==> config.mk <==
export PLATFORM = sky130hd
export DESIGN_NAME = jpeg_huffman_bit_decoder
export DESIGN_NICKNAME = d
export VERILOG_FILES = /design/src/rtl/jhd_pkg.sv /design/src/rtl/jpeg_huffman_bit_decoder.sv /design/src/rtl/jhd_table.sv /design/src/rtl/jhd_decode.sv /design/src/rtl/jhd_symtab.sv
export SDC_FILE = /design/constraint.sdc
export NUM_CORES = 2
export LEC_CHECK = 0
export BUFFER_PORTS_ARGS = -buffer_cell sky130_fd_sc_hd__buf_2
export CORE_UTILIZATION = 39
export DETAILED_ROUTE_END_ITERATION = 7
export GPL_ROUTABILITY_DRIVEN = 0
export PLACE_DENSITY_LB_ADDON = 0.12
export SYNTH_ARGS = -nofsm -noshare
export SYNTH_HDL_FRONTEND = slang
export SYNTH_SLANG_ARGS = --single-unit
==> constraint.sdc <==
create_clock -name clk -period 12.21 [get_ports clk]
set_clock_uncertainty 0.1 [all_clocks]
set_input_delay 1.221 -clock clk [delete_from_list [all_inputs] [get_ports clk]]
set_output_delay 1.221 -clock clk [all_outputs]
set_load 0.01 [all_outputs]
==> src/rtl/jhd_pkg.sv <==
// Shared widths, codes and interface structs for the JPEG Huffman bit decoder.
package jhd_pkg;

  localparam int DEF_MAX_CODE_LENGTH = 16;
  localparam int DEF_MAX_SYMBOLS     = 256;

  localparam int MODE_W  = 2;
  localparam int LSLOT_W = 4;
  localparam int CNT_W   = 8;
  localparam int SYM_W   = 8;
  localparam int CODE_W  = 16;
  localparam int FIRST_W = 17;
  localparam int BASE_W  = 9;
  localparam int LEN_W   = 5;
  localparam int IDX_W   = 10;
  // Canonical code ends stay below 2^(16 + 8) even for an overfull table.
  localparam int END_W   = CODE_W + CNT_W;
  // Width of the shifted prefix compare.
  localparam int SH_W    = FIRST_W + CODE_W;

  localparam logic [MODE_W-1:0] MODE_COUNT  = 2'd0;
  localparam logic [MODE_W-1:0] MODE_SYMBOL = 2'd1;
  localparam logic [MODE_W-1:0] MODE_DECODE = 2'd2;

  // Table values looked up for the decoder's current length.
  typedef struct packed {
    logic [CNT_W-1:0] count;
    logic [END_W-1:0] end_len;
    logic [LEN_W-1:0] last_len;
    logic [END_W-1:0] last_end;
  } jhd_lookup_t;

  // Outcome of one decoded bit.
  typedef struct packed {
    logic             has_result;
    logic             error;
    logic [LEN_W-1:0] code_length;
    logic             sym_hit;
    logic [IDX_W-1:0] sym_addr;
  } jhd_step_t;

endpackage

==> src/rtl/jpeg_huffman_bit_decoder.sv <==
// Top level of the JPEG canonical Huffman decoder that takes one coded bit per transaction.
// Canonical Huffman decoder, one coded bit per input transaction. Count loads
// set the number of codes of each length and return the decoder to the root;
// symbol loads fill the symbol table in canonical order; decode transactions
// shift in one bit, most significant first, and yield a result when a code
// completes or when the bits read begin no code (error set, symbol zero).
// Throughput is one transaction per clock while no result is stalled: the
// input register feeds the combinational decode step, whose critical path is
// the table lookup for the current length followed by the shifted prefix
// compare, and the result lands in the output register (symbol from the
// table's registered read port). A stalled result holds back only the next step.
module jpeg_huffman_bit_decoder #(
  parameter int MAX_CODE_LENGTH = jhd_pkg::DEF_MAX_CODE_LENGTH,
  parameter int MAX_SYMBOLS     = jhd_pkg::DEF_MAX_SYMBOLS
) (
  input  logic                         clk,
  input  logic                         rst_n,
  input  logic                         in_valid,
  output logic                         in_stall,
  input  logic [jhd_pkg::MODE_W-1:0]   in_mode,
  input  logic [jhd_pkg::LSLOT_W-1:0]  in_length_slot,
  input  logic [jhd_pkg::CNT_W-1:0]    in_code_count,
  input  logic [jhd_pkg::SYM_W-1:0]    in_symbol_slot,
  input  logic [jhd_pkg::SYM_W-1:0]    in_symbol_value,
  input  logic                         in_bit_req,
  output logic                         out_valid,
  input  logic                         out_stall,
  output logic [jhd_pkg::SYM_W-1:0]    out_symbol,
  output logic [jhd_pkg::LEN_W-1:0]    out_code_length,
  output logic                         out_error
);

  localparam int SYM_AW = $clog2(MAX_SYMBOLS);

  logic                        in_v_r, in_v_nxt;
  logic [jhd_pkg::MODE_W-1:0]  mode_r;
  logic [jhd_pkg::LSLOT_W-1:0] lslot_r;
  logic [jhd_pkg::CNT_W-1:0]   count_r;
  logic [jhd_pkg::SYM_W-1:0]   sslot_r;
  logic [jhd_pkg::SYM_W-1:0]   sval_r;
  logic                        bit_r;

  logic                        out_v_r, out_v_nxt;
  logic [jhd_pkg::LEN_W-1:0]   len_out_r;
  logic                        err_out_r;
  logic                        sym_zero_r;

  logic                        accept;
  logic                        fire;
  logic                        count_load;
  logic                        sym_load;
  logic                        dec_en;
  logic                        result;
  logic [jhd_pkg::LEN_W-1:0]   bits_read;
  logic [jhd_pkg::SYM_W-1:0]   sym_rd;
  jhd_pkg::jhd_lookup_t        lookup;
  jhd_pkg::jhd_step_t          step;

  assign fire       = in_v_r && (!out_v_r || !out_stall);
  assign in_stall   = in_v_r && !fire;
  assign accept     = in_valid && !in_stall;
  assign count_load = fire && (mode_r == jhd_pkg::MODE_COUNT)
                    && ({1'b0, lslot_r} < (jhd_pkg::LSLOT_W + 1)'(MAX_CODE_LENGTH));
  assign sym_load   = fire && (mode_r == jhd_pkg::MODE_SYMBOL)
                    && ({1'b0, sslot_r} < (jhd_pkg::SYM_W + 1)'(MAX_SYMBOLS));
  assign dec_en     = fire && (mode_r == jhd_pkg::MODE_DECODE);
  assign result     = dec_en && step.has_result;

  always_comb begin
    in_v_nxt = in_v_r;
    if (accept) begin
      in_v_nxt = 1'b1;
    end else if (fire) begin
      in_v_nxt = 1'b0;
    end
    out_v_nxt = out_v_r;
    if (fire) begin
      out_v_nxt = result;
    end else if (!out_stall) begin
      out_v_nxt = 1'b0;
    end
  end

  always_ff @(posedge clk) begin
    if (!rst_n) begin
      in_v_r  <= 1'b0;
      out_v_r <= 1'b0;
    end else begin
      in_v_r  <= in_v_nxt;
      out_v_r <= out_v_nxt;
    end
  end

  always_ff @(posedge clk) begin
    if (accept) begin
      mode_r  <= in_mode;
      lslot_r <= in_length_slot;
      count_r <= in_code_count;
      sslot_r <= in_symbol_slot;
      sval_r  <= in_symbol_value;
      bit_r   <= in_bit_req;
    end
    if (result) begin
      len_out_r  <= step.code_length;
      err_out_r  <= step.error;
      sym_zero_r <= !step.sym_hit;
    end
  end

  jhd_table #(
    .MAX_CODE_LENGTH(MAX_CODE_LENGTH)
  ) u_table (
    .clk       (clk),
    .rst_n     (rst_n),
    .load_en   (count_load),
    .load_slot (lslot_r),
    .load_count(count_r),
    .rd_len_idx(bits_read),
    .lookup    (lookup)
  );

  jhd_decode #(
    .MAX_CODE_LENGTH(MAX_CODE_LENGTH),
    .MAX_SYMBOLS    (MAX_SYMBOLS)
  ) u_decode (
    .clk      (clk),
    .rst_n    (rst_n),
    .dec_en   (dec_en),
    .root_req (count_load),
    .bit_in   (bit_r),
    .lookup   (lookup),
    .bits_read(bits_read),
    .step     (step)
  );

  jhd_symtab #(
    .MAX_SYMBOLS(MAX_SYMBOLS)
  ) u_symtab (
    .clk    (clk),
    .wr_en  (sym_load),
    .wr_addr(sslot_r[SYM_AW-1:0]),
    .wr_data(sval_r),
    .rd_en  (result && step.sym_hit),
    .rd_addr(step.sym_addr[SYM_AW-1:0]),
    .rd_data(sym_rd)
  );

  assign out_valid       = out_v_r;
  assign out_symbol      = sym_zero_r ? '0 : sym_rd;
  assign out_code_length = len_out_r;
  assign out_error       = err_out_r;

`ifndef SYNTH
  // The input side only waits behind a result that is itself held.
  a_stall_cause: assert property (@(posedge clk) disable iff (!rst_n)
    in_stall |-> (out_v_r && out_stall))
    else $error("input stalled without a held result");

  // A finished code or an error shows up as a result in the next cycle.
  a_result_shown: assert property (@(posedge clk) disable iff (!rst_n)
    result |=> out_valid)
    else $error("decode result was lost");

  // An error result never carries a symbol.
  a_error_zero: assert property (@(posedge clk) disable iff (!rst_n)
    (out_valid && out_error) |-> (out_symbol == '0))
    else $error("error result with nonzero symbol");

  // Reported code lengths stay within the supported range.
  a_len_range: assert property (@(posedge clk) disable iff (!rst_n)
    out_valid |-> ((out_code_length != '0)
      && (out_code_length <= jhd_pkg::LEN_W'(MAX_CODE_LENGTH))))
    else $error("code length out of range");
`endif

endmodule

==> src/rtl/jhd_table.sv <==
// Code count registers and the running canonical code end for every length.
module jhd_table #(
  parameter int MAX_CODE_LENGTH = jhd_pkg::DEF_MAX_CODE_LENGTH
) (
  input  logic                       clk,
  input  logic                       rst_n,
  input  logic                       load_en,
  input  logic [jhd_pkg::LSLOT_W-1:0] load_slot,
  input  logic [jhd_pkg::CNT_W-1:0]   load_count,
  input  logic [jhd_pkg::LEN_W-1:0]   rd_len_idx,
  output jhd_pkg::jhd_lookup_t        lookup
);

  localparam int CIW = (MAX_CODE_LENGTH > 1) ? $clog2(MAX_CODE_LENGTH) : 1;

  logic [jhd_pkg::CNT_W-1:0] counts_r   [MAX_CODE_LENGTH];
  logic [jhd_pkg::CNT_W-1:0] counts_nxt [MAX_CODE_LENGTH];
  logic [jhd_pkg::END_W-1:0] ends_r     [MAX_CODE_LENGTH];
  logic [jhd_pkg::END_W-1:0] ends_nxt   [MAX_CODE_LENGTH];
  logic [jhd_pkg::END_W-1:0] delta;
  logic [jhd_pkg::LEN_W-1:0] shamt;

  // A new count for length k moves the end of every length L >= k by
  // (new - old) << (L - k); the sum wraps exactly in two's complement.
  always_comb begin
    delta = {{(jhd_pkg::END_W - jhd_pkg::CNT_W){1'b0}}, load_count}
          - {{(jhd_pkg::END_W - jhd_pkg::CNT_W){1'b0}}, counts_r[load_slot[CIW-1:0]]};
    shamt = '0;
    for (int i = 0; i < MAX_CODE_LENGTH; i++) begin
      counts_nxt[i] = counts_r[i];
      ends_nxt[i]   = ends_r[i];
      shamt = jhd_pkg::LEN_W'(i) - {1'b0, load_slot};
      if (load_en) begin
        if (jhd_pkg::LEN_W'(i) == {1'b0, load_slot}) begin
          counts_nxt[i] = load_count;
        end
        if (jhd_pkg::LEN_W'(i) >= {1'b0, load_slot}) begin
          ends_nxt[i] = ends_r[i] + (delta << shamt);
        end
      end
    end
  end

  always_ff @(posedge clk) begin
    if (!rst_n) begin
      for (int i = 0; i < MAX_CODE_LENGTH; i++) begin
        counts_r[i] <= '0;
        ends_r[i]   <= '0;
      end
    end else begin
      for (int i = 0; i < MAX_CODE_LENGTH; i++) begin
        counts_r[i] <= counts_nxt[i];
        ends_r[i]   <= ends_nxt[i];
      end
    end
  end

  always_comb begin
    lookup.count    = counts_r[rd_len_idx[CIW-1:0]];
    lookup.end_len  = ends_r[rd_len_idx[CIW-1:0]];
    lookup.last_len = '0;
    lookup.last_end = '0;
    for (int i = 0; i < MAX_CODE_LENGTH; i++) begin
      if (counts_r[i] != '0) begin
        lookup.last_len = jhd_pkg::LEN_W'(i + 1);
        lookup.last_end = ends_r[i];
      end
    end
  end

endmodule

==> src/rtl/jhd_decode.sv <==
// Code walk state and the one-bit decode step against the canonical ranges.
module jhd_decode #(
  parameter int MAX_CODE_LENGTH = jhd_pkg::DEF_MAX_CODE_LENGTH,
  parameter int MAX_SYMBOLS     = jhd_pkg::DEF_MAX_SYMBOLS
) (
  input  logic                      clk,
  input  logic                      rst_n,
  input  logic                      dec_en,
  input  logic                      root_req,
  input  logic                      bit_in,
  input  jhd_pkg::jhd_lookup_t      lookup,
  output logic [jhd_pkg::LEN_W-1:0] bits_read,
  output jhd_pkg::jhd_step_t        step
);

  logic [jhd_pkg::CODE_W-1:0]  code_so_far_r, code_so_far_nxt;
  logic [jhd_pkg::LEN_W-1:0]   bits_read_r, bits_read_nxt;
  logic [jhd_pkg::FIRST_W-1:0] first_code_r, first_code_nxt;
  logic [jhd_pkg::BASE_W-1:0]  base_index_r, base_index_nxt;

  logic [jhd_pkg::LEN_W-1:0]   len;
  logic [jhd_pkg::FIRST_W-1:0] code;
  logic [jhd_pkg::FIRST_W-1:0] diff;
  logic [jhd_pkg::FIRST_W:0]   code_end;
  logic [jhd_pkg::FIRST_W-1:0] gap;
  logic [jhd_pkg::LEN_W-1:0]   shamt;
  logic [jhd_pkg::END_W-1:0]   rest;
  logic [jhd_pkg::SH_W-1:0]    gap_sh;
  logic                        match;
  logic                        extend;

  always_comb begin
    len      = bits_read_r + jhd_pkg::LEN_W'(1);
    code     = {code_so_far_r, bit_in};
    diff     = code - first_code_r;
    code_end = {1'b0, first_code_r} + {{(jhd_pkg::FIRST_W + 1 - jhd_pkg::CNT_W){1'b0}},
                                       lookup.count};
    match    = (len <= jhd_pkg::LEN_W'(MAX_CODE_LENGTH)) && (code >= first_code_r)
             && (diff < {{(jhd_pkg::FIRST_W - jhd_pkg::CNT_W){1'b0}}, lookup.count});

    // A longer code starts with this prefix when, at the last length that
    // has codes, the prefix extended with zeros still lies below that end.
    gap    = code - code_end[jhd_pkg::FIRST_W-1:0];
    shamt  = lookup.last_len - len;
    rest   = lookup.last_end - (lookup.end_len << shamt);
    gap_sh = {{(jhd_pkg::SH_W - jhd_pkg::FIRST_W){1'b0}}, gap} << shamt;
    extend = (len < jhd_pkg::LEN_W'(MAX_CODE_LENGTH))
           && ({1'b0, code} >= code_end)
           && (lookup.last_len > len)
           && (gap_sh < {{(jhd_pkg::SH_W - jhd_pkg::END_W){1'b0}}, rest});

    step.has_result  = match || !extend;
    step.error       = !match && !extend;
    step.code_length = len;
    step.sym_addr    = {1'b0, base_index_r}
                     + {{(jhd_pkg::IDX_W - jhd_pkg::CNT_W){1'b0}}, diff[jhd_pkg::CNT_W-1:0]};
    step.sym_hit     = match && (step.sym_addr < jhd_pkg::IDX_W'(MAX_SYMBOLS));

    code_so_far_nxt = code_so_far_r;
    bits_read_nxt   = bits_read_r;
    first_code_nxt  = first_code_r;
    base_index_nxt  = base_index_r;
    if (root_req || (dec_en && step.has_result)) begin
      code_so_far_nxt = '0;
      bits_read_nxt   = '0;
      first_code_nxt  = '0;
      base_index_nxt  = '0;
    end else if (dec_en) begin
      code_so_far_nxt = code[jhd_pkg::CODE_W-1:0];
      bits_read_nxt   = len;
      first_code_nxt  = {code_end[jhd_pkg::FIRST_W-2:0], 1'b0};
      base_index_nxt  = base_index_r + {{(jhd_pkg::BASE_W - jhd_pkg::CNT_W){1'b0}},
                                        lookup.count};
    end
  end

  always_ff @(posedge clk) begin
    if (!rst_n) begin
      code_so_far_r <= '0;
      bits_read_r   <= '0;
      first_code_r  <= '0;
      base_index_r  <= '0;
    end else begin
      code_so_far_r <= code_so_far_nxt;
      bits_read_r   <= bits_read_nxt;
      first_code_r  <= first_code_nxt;
      base_index_r  <= base_index_nxt;
    end
  end

  assign bits_read = bits_read_r;

endmodule

==> src/rtl/jhd_symtab.sv <==
// Symbol table memory with one write port and one registered read port.
module jhd_symtab #(
  parameter int MAX_SYMBOLS = jhd_pkg::DEF_MAX_SYMBOLS
) (
  input  logic                             clk,
  input  logic                             wr_en,
  input  logic [$clog2(MAX_SYMBOLS)-1:0]   wr_addr,
  input  logic [jhd_pkg::SYM_W-1:0]        wr_data,
  input  logic                             rd_en,
  input  logic [$clog2(MAX_SYMBOLS)-1:0]   rd_addr,
  output logic [jhd_pkg::SYM_W-1:0]        rd_data
);

  logic [jhd_pkg::SYM_W-1:0] mem [MAX_SYMBOLS];
  logic [jhd_pkg::SYM_W-1:0] rd_data_r;

  always_ff @(posedge clk) begin
    if (wr_en) begin
      mem[wr_addr] <= wr_data;
    end
    if (rd_en) begin
      rd_data_r <= mem[rd_addr];
    end
  end

  assign rd_data = rd_data_r;

endmodule
Word level (Yosys, flattened, before mapping)
Memory sizes are Yosys's and may differ from the RTL's. A register that Yosys moved wholly into a read port is not among the register bits.
Index checks and enable logic that the tools add are counted.

operators by class
  order comparisons = 23
  bitwise logic cells = 33
  multiplexer cells = 125
  add/sub/neg operators = 41
  shift-type cells = 18
  reduce and logical (&&, ||, !) cells = 45
  eq/ne operators = 18

operators by type and width
  cell                 count
  $mux 24              47
  $shl 24x5->24        17
  $mux 8               49
  $add 24x24->24       16
  $mux 28              8
  $reduce_bool 8->1    16
  $mux 27              4
  $mux 26              2
  $sub 4x4->5 const A  8
  $sub 17x17->17       2
  $lt 33x24->1         1
  $shl 17x5->33        1
  $eq 4x4->1 const A   8
  $or 1x1->1           32
  $mux 29              1
  $ge 4x4->1 const A   7
  $mux 25              1
  $sub 24x24->24       1
  $mux 4               5
  $sub 3x4->5 const A  4
  $add 17x8->18        1
  $ge 17x18->1         1
  $ge 17x17->1         1
  $lt 17x8->1          1
  other kinds (29)     69

word-level totals
  bits in writable memories = 2560
  input port bits = 35
  register bits = 86
  output and inout bits = 16
  logic and storage cells = 321
  memories = 3

memories
  memory            depth  bits a word  read ports  clocked after Yosys merged registers in  wr ports  line              source
  u_symtab.mem      256    8            1           1                                        1         jhd_symtab.sv:14  logic [jhd_pkg::SYM_W-1:0] mem [MAX_SYMBOLS];
  u_table.ends_r    16     24           17          1                                        16        jhd_table.sv:18   logic [jhd_pkg::END_W-1:0] ends_r [MAX_CODE_LENGTH];
  u_table.counts_r  16     8            18          2                                        16        jhd_table.sv:16   logic [jhd_pkg::CNT_W-1:0] counts_r [MAX_CODE_LENGTH];

Longest topological paths before layout
An unclocked memory read counts as a cell.

  depth in word-level cells = 29
  mapped depth = 47
  gate-level depth less buffers = 42

Hierarchy
From an unflattened synthesis, not the netlist that was laid out.

second synthesis, totals
  cell total of the unflattened synthesis = 11440
  area total of the unflattened synthesis = 138237.6 um2

by module, submodules not included
  module                    area an instance (um2)  instances  sequential area each (um2)  cells an instance
  jhd_symtab                79636.4                 1          61739.2                     3733
  jhd_table                 48582.8                 1          10249.8                     6482
  jhd_decode                8679.6                  1          920.9                       1165
  jpeg_huffman_bit_decoder  1338.8                  1          1181.1                      60

Worst setup path after synthesis
Ideal clock, no wire load.

  path type = reg-to-reg
  start = reg (tool-made name)
  end = reg len_out_r (netlist bit out_code_length[0]), enable pin
  clock period less this slack = 10.753 ns
  required time = 11.826 ns
  data arrival time = 10.369 ns
  stages on the path, launching flop included = 43
  path buffers = 8
  library setup time = 0.284 ns
  path slack = 1.457 ns
  path through = dfxtp_1 > buf_2 > buf_2 > buf_2 > buf_2 > buf_1 > buf_2 > mux4_2 > mux4_2 > ha_1 > fa_1 > a21o_1 > a21oi_1 > o21bai_1 > a21oi_1 > nor2b_1 > nor2_1 > nor2_1 > [7 not listed] > a21boi_1 > nor2_1 > a221oi_1 > a221oi_1 > a311o_1 > o21ai_0 > ha_1 > a21o_1 > a21o_1 > a21o_1 > or4bb_1 > o221ai_1 > a21oi_1 > nor4b_1 > o2111ai_1 > nor4_4 > buf_2 > nor3_1

RTL lines
  element               line                             source
  end signal, assigned  jpeg_huffman_bit_decoder.sv:104  len_out_r <= step.code_length;
  end, declared         jpeg_huffman_bit_decoder.sv:44   logic [jhd_pkg::LEN_W-1:0] len_out_r;

==> reports/qor.txt <==
CP max FO: 51
Max-cap violations: 3
DRC viols: 0
Routed Antenna Nets: 0
PD cells: 142.0 nW/um^2
Final Non-Filler Cells: 16180
drt first pass iters: 7
Core Util, Final: 43.89%
Final setup viols: 0
post-synthesis register bit count: 2662
first-pass GRT wire length: 698500 um
post-synthesis cell type count: 96
max-slew violations: 1
Period Utilization, post-route: 92.15%
DP Area: 144600 um^2
Yosys warning count: 0
Tmin final: 11.25 ns
gr usage total: 26.98%
final hold violations: 0
Hold WC Path Type: reg2reg
post-synth top area share: 45.42%
Data arrival, critical path: 11.73 ns
count leader, synth: edfxtp_1
nets@finish: 11750
antenna violations before repair: 48
mapped cell area: 138400 um^2
critical path class: reg2reg
Die ar.: 357300 um^2
layout cell share with drive strength beyond 1: 15.44%
routed wire length: 491300 um
Synth Instances: 11220
hpwl dp: 335500 um
CTS tree: done
drt wl/cell: 30.36 um
setup TNS: 0 ns
Synth area leader: edfxtp_1
CP Launch Type: register
worst setup margin: 0.9583 ns
syn_nets: 11790
CTS Sinks: 2662
clock buffer count from CTS: 305
P&R area growth vs syn: 11.92%
design area: 154900 um^2
CP max-delay cell: o21a_2
clock edge transition at the registers on the reported setup and hold paths: 0.06 ns
largest net degree at the start of global routing: 218
placed cells: 15590
sequential share of the synthesized area: 53.64%
PortBufs: 50
height of the die: 597.8 um
RSZ-0062 raised after global routing: false
CP dominant cell by count: a21o_1
Main synth FF type: edfxtp_1
Syn Area/Cell: 12.34 um^2
clk root buf: clkbuf_16
Via density: 6.129
Worst Hold Slack: 0.3426 ns
Post-synth EDFFs: 2094
CORE AREA: 353000 um^2
LEAKAGE: 53.03 nW
DIE WIDTH: 597.8 um
cts hold-fix bufs: 0
boundary pin count: 51
CTS Buffer Depth: 4
total grt overflow: 0
nature of the critical path endpoint: register
Max-slew headroom: -10.62%
Max IR drop VDD: 128.4 uV
Post-CTS Resized: 0
row count: 218
post-CTS setup buffer count: 0
Initial DRC Count: 11260
Starting Density: 39.22%
H-Tree Depth: 5
via count: 99180
top cells by area, synth: edfxtp_1 45%, mux4_2 14%, dfxtp_1 8.2%, ha_1 4.6%, nor2_1 3.3%
run status: finished with violations
DP Worst Slack: 0.8970 ns
most frequent cells after synthesis: 2094 x edfxtp_1, 1222 x nor2_1, 1104 x nand2_1
vias in the first global route: 95190
async set or reset register ratio after synthesis: 0%
FMAX: 88.88 MHz
worst skew pair latency: 0.95 ns
worst-margin pin slew: 1.659 ns
max incr delay on CP: 0.89 ns
Power Total: 22.00 mW
failing checks: max-capacitance violations, max-slew violations
data required time of the critical path: 12.69 ns
-- layout make-up --
class	count	area, um^2
Multi-Input combinational cell	7678	61240
Fill cell	32180	198000
Antenna cell	30	75.07
Tap cell	4730	5918
Timing Repair Buffer	315	2431
Clock buffer	377	8102
Sequential cell	2662	74260
Inverter	212	803.3
Clock inverter	178	2100
-- kinds of logic after synthesis --
group / after synthesis / share of synthesized area (%)
simple gates: 3279 / 10.38
flops: 2662 / 53.64
compound gates: 2514 / 11.48
mux: 1004 / 14.94
buf+inv: 877 / 2.409
fa+ha+maj: 536 / 4.975
xor+xnor: 345 / 2.183
-- cells in the final DEF, fill, tap and decap left out, types with 32 or more instances in the layout --
cell type / n
xnor2_1: 217
and2_1: 99
or2_2: 32
inv_1: 205
and3_1: 47
nand2_1: 1090
clkinv_2: 53
nand3_1: 220
ha_1: 510
a21oi_1: 910
nor2b_1: 85
o211ai_1: 79
buf_4: 248
bufinv_16: 36
clkbuf_1: 56
o31ai_1: 51
nand2b_1: 76
mux2i_1: 141
o21ai_0: 405
mux4_2: 848
nor2_1: 1219
nor4_1: 53
a21o_1: 119
o21bai_1: 54
a31oi_1: 100
nor3_1: 152
dfxtp_1: 564
buf_2: 49
xor2_1: 104
clkinv_1: 56
o21a_1: 90
o221ai_1: 55
a211oi_1: 182
o22ai_1: 73
clkbuf_16: 309
edfxtp_1: 2094
a221oi_1: 49
or3_1: 80
-- per-layer routing --
metal	global-route usage, %	share of wire (%)	vias up
li1	-	-	43170
met1	34.46	39	50130
met2	42.22	46	4582
met3	5.307	7.5	1279
met4	16.96	7.3	20
met5	0	0.026	-
-- power by group --
group | switching [mW] | leakage, nW | internal (mW) | total, mW
registers | 0.0613 | 23.4 | 9.79 | 9.85
clock network | 3.93 | 4.96 | 5.51 | 9.45
logic | 1.82 | 24.6 | 0.886 | 2.70
-- registers in the layout, summed over array words and instances, names as in the netlist, 2 cells and up, named ones only --
signal,count
count_r,8
u_decode.first_code_r,16
u_decode.bits_read,5
u_table.counts_r,128
u_symtab.mem,2048
out_code_length,5
u_table.ends_r,384
sslot_r,8
u_decode.code_so_far_r,16
mode_r,2
lslot_r,4
sval_r,8
u_symtab.rd_data,8
u_decode.base_index_r,9
-- worst max-delay path: cells and delay by family, from the launching register on --
family	cells	cell delay (ns)
mux	2	1.23
simple gates	8	2.13
xor+xnor	1	0.23
fa+ha+maj	4	1.38
compound gates	19	5.10
flops	1	0.74
-- final timing paths --
| path | from | endpoint | slack (ns) | cells after the start |
|---|---|---|---|---|
| worst max-delay path | register | out_code_length[0] | 0.96 | 34 |
| worst min-delay path | u_decode.bits_read[4] | u_decode.bits_read[4] | 0.34 | 2 |
| worst max register to register | register | out_code_length[0] | 0.96 | 34 |
| worst min register to register | u_decode.bits_read[4] | u_decode.bits_read[4] | 0.34 | 2 |
No activity file was read; power rests on OpenSTA's default activity.
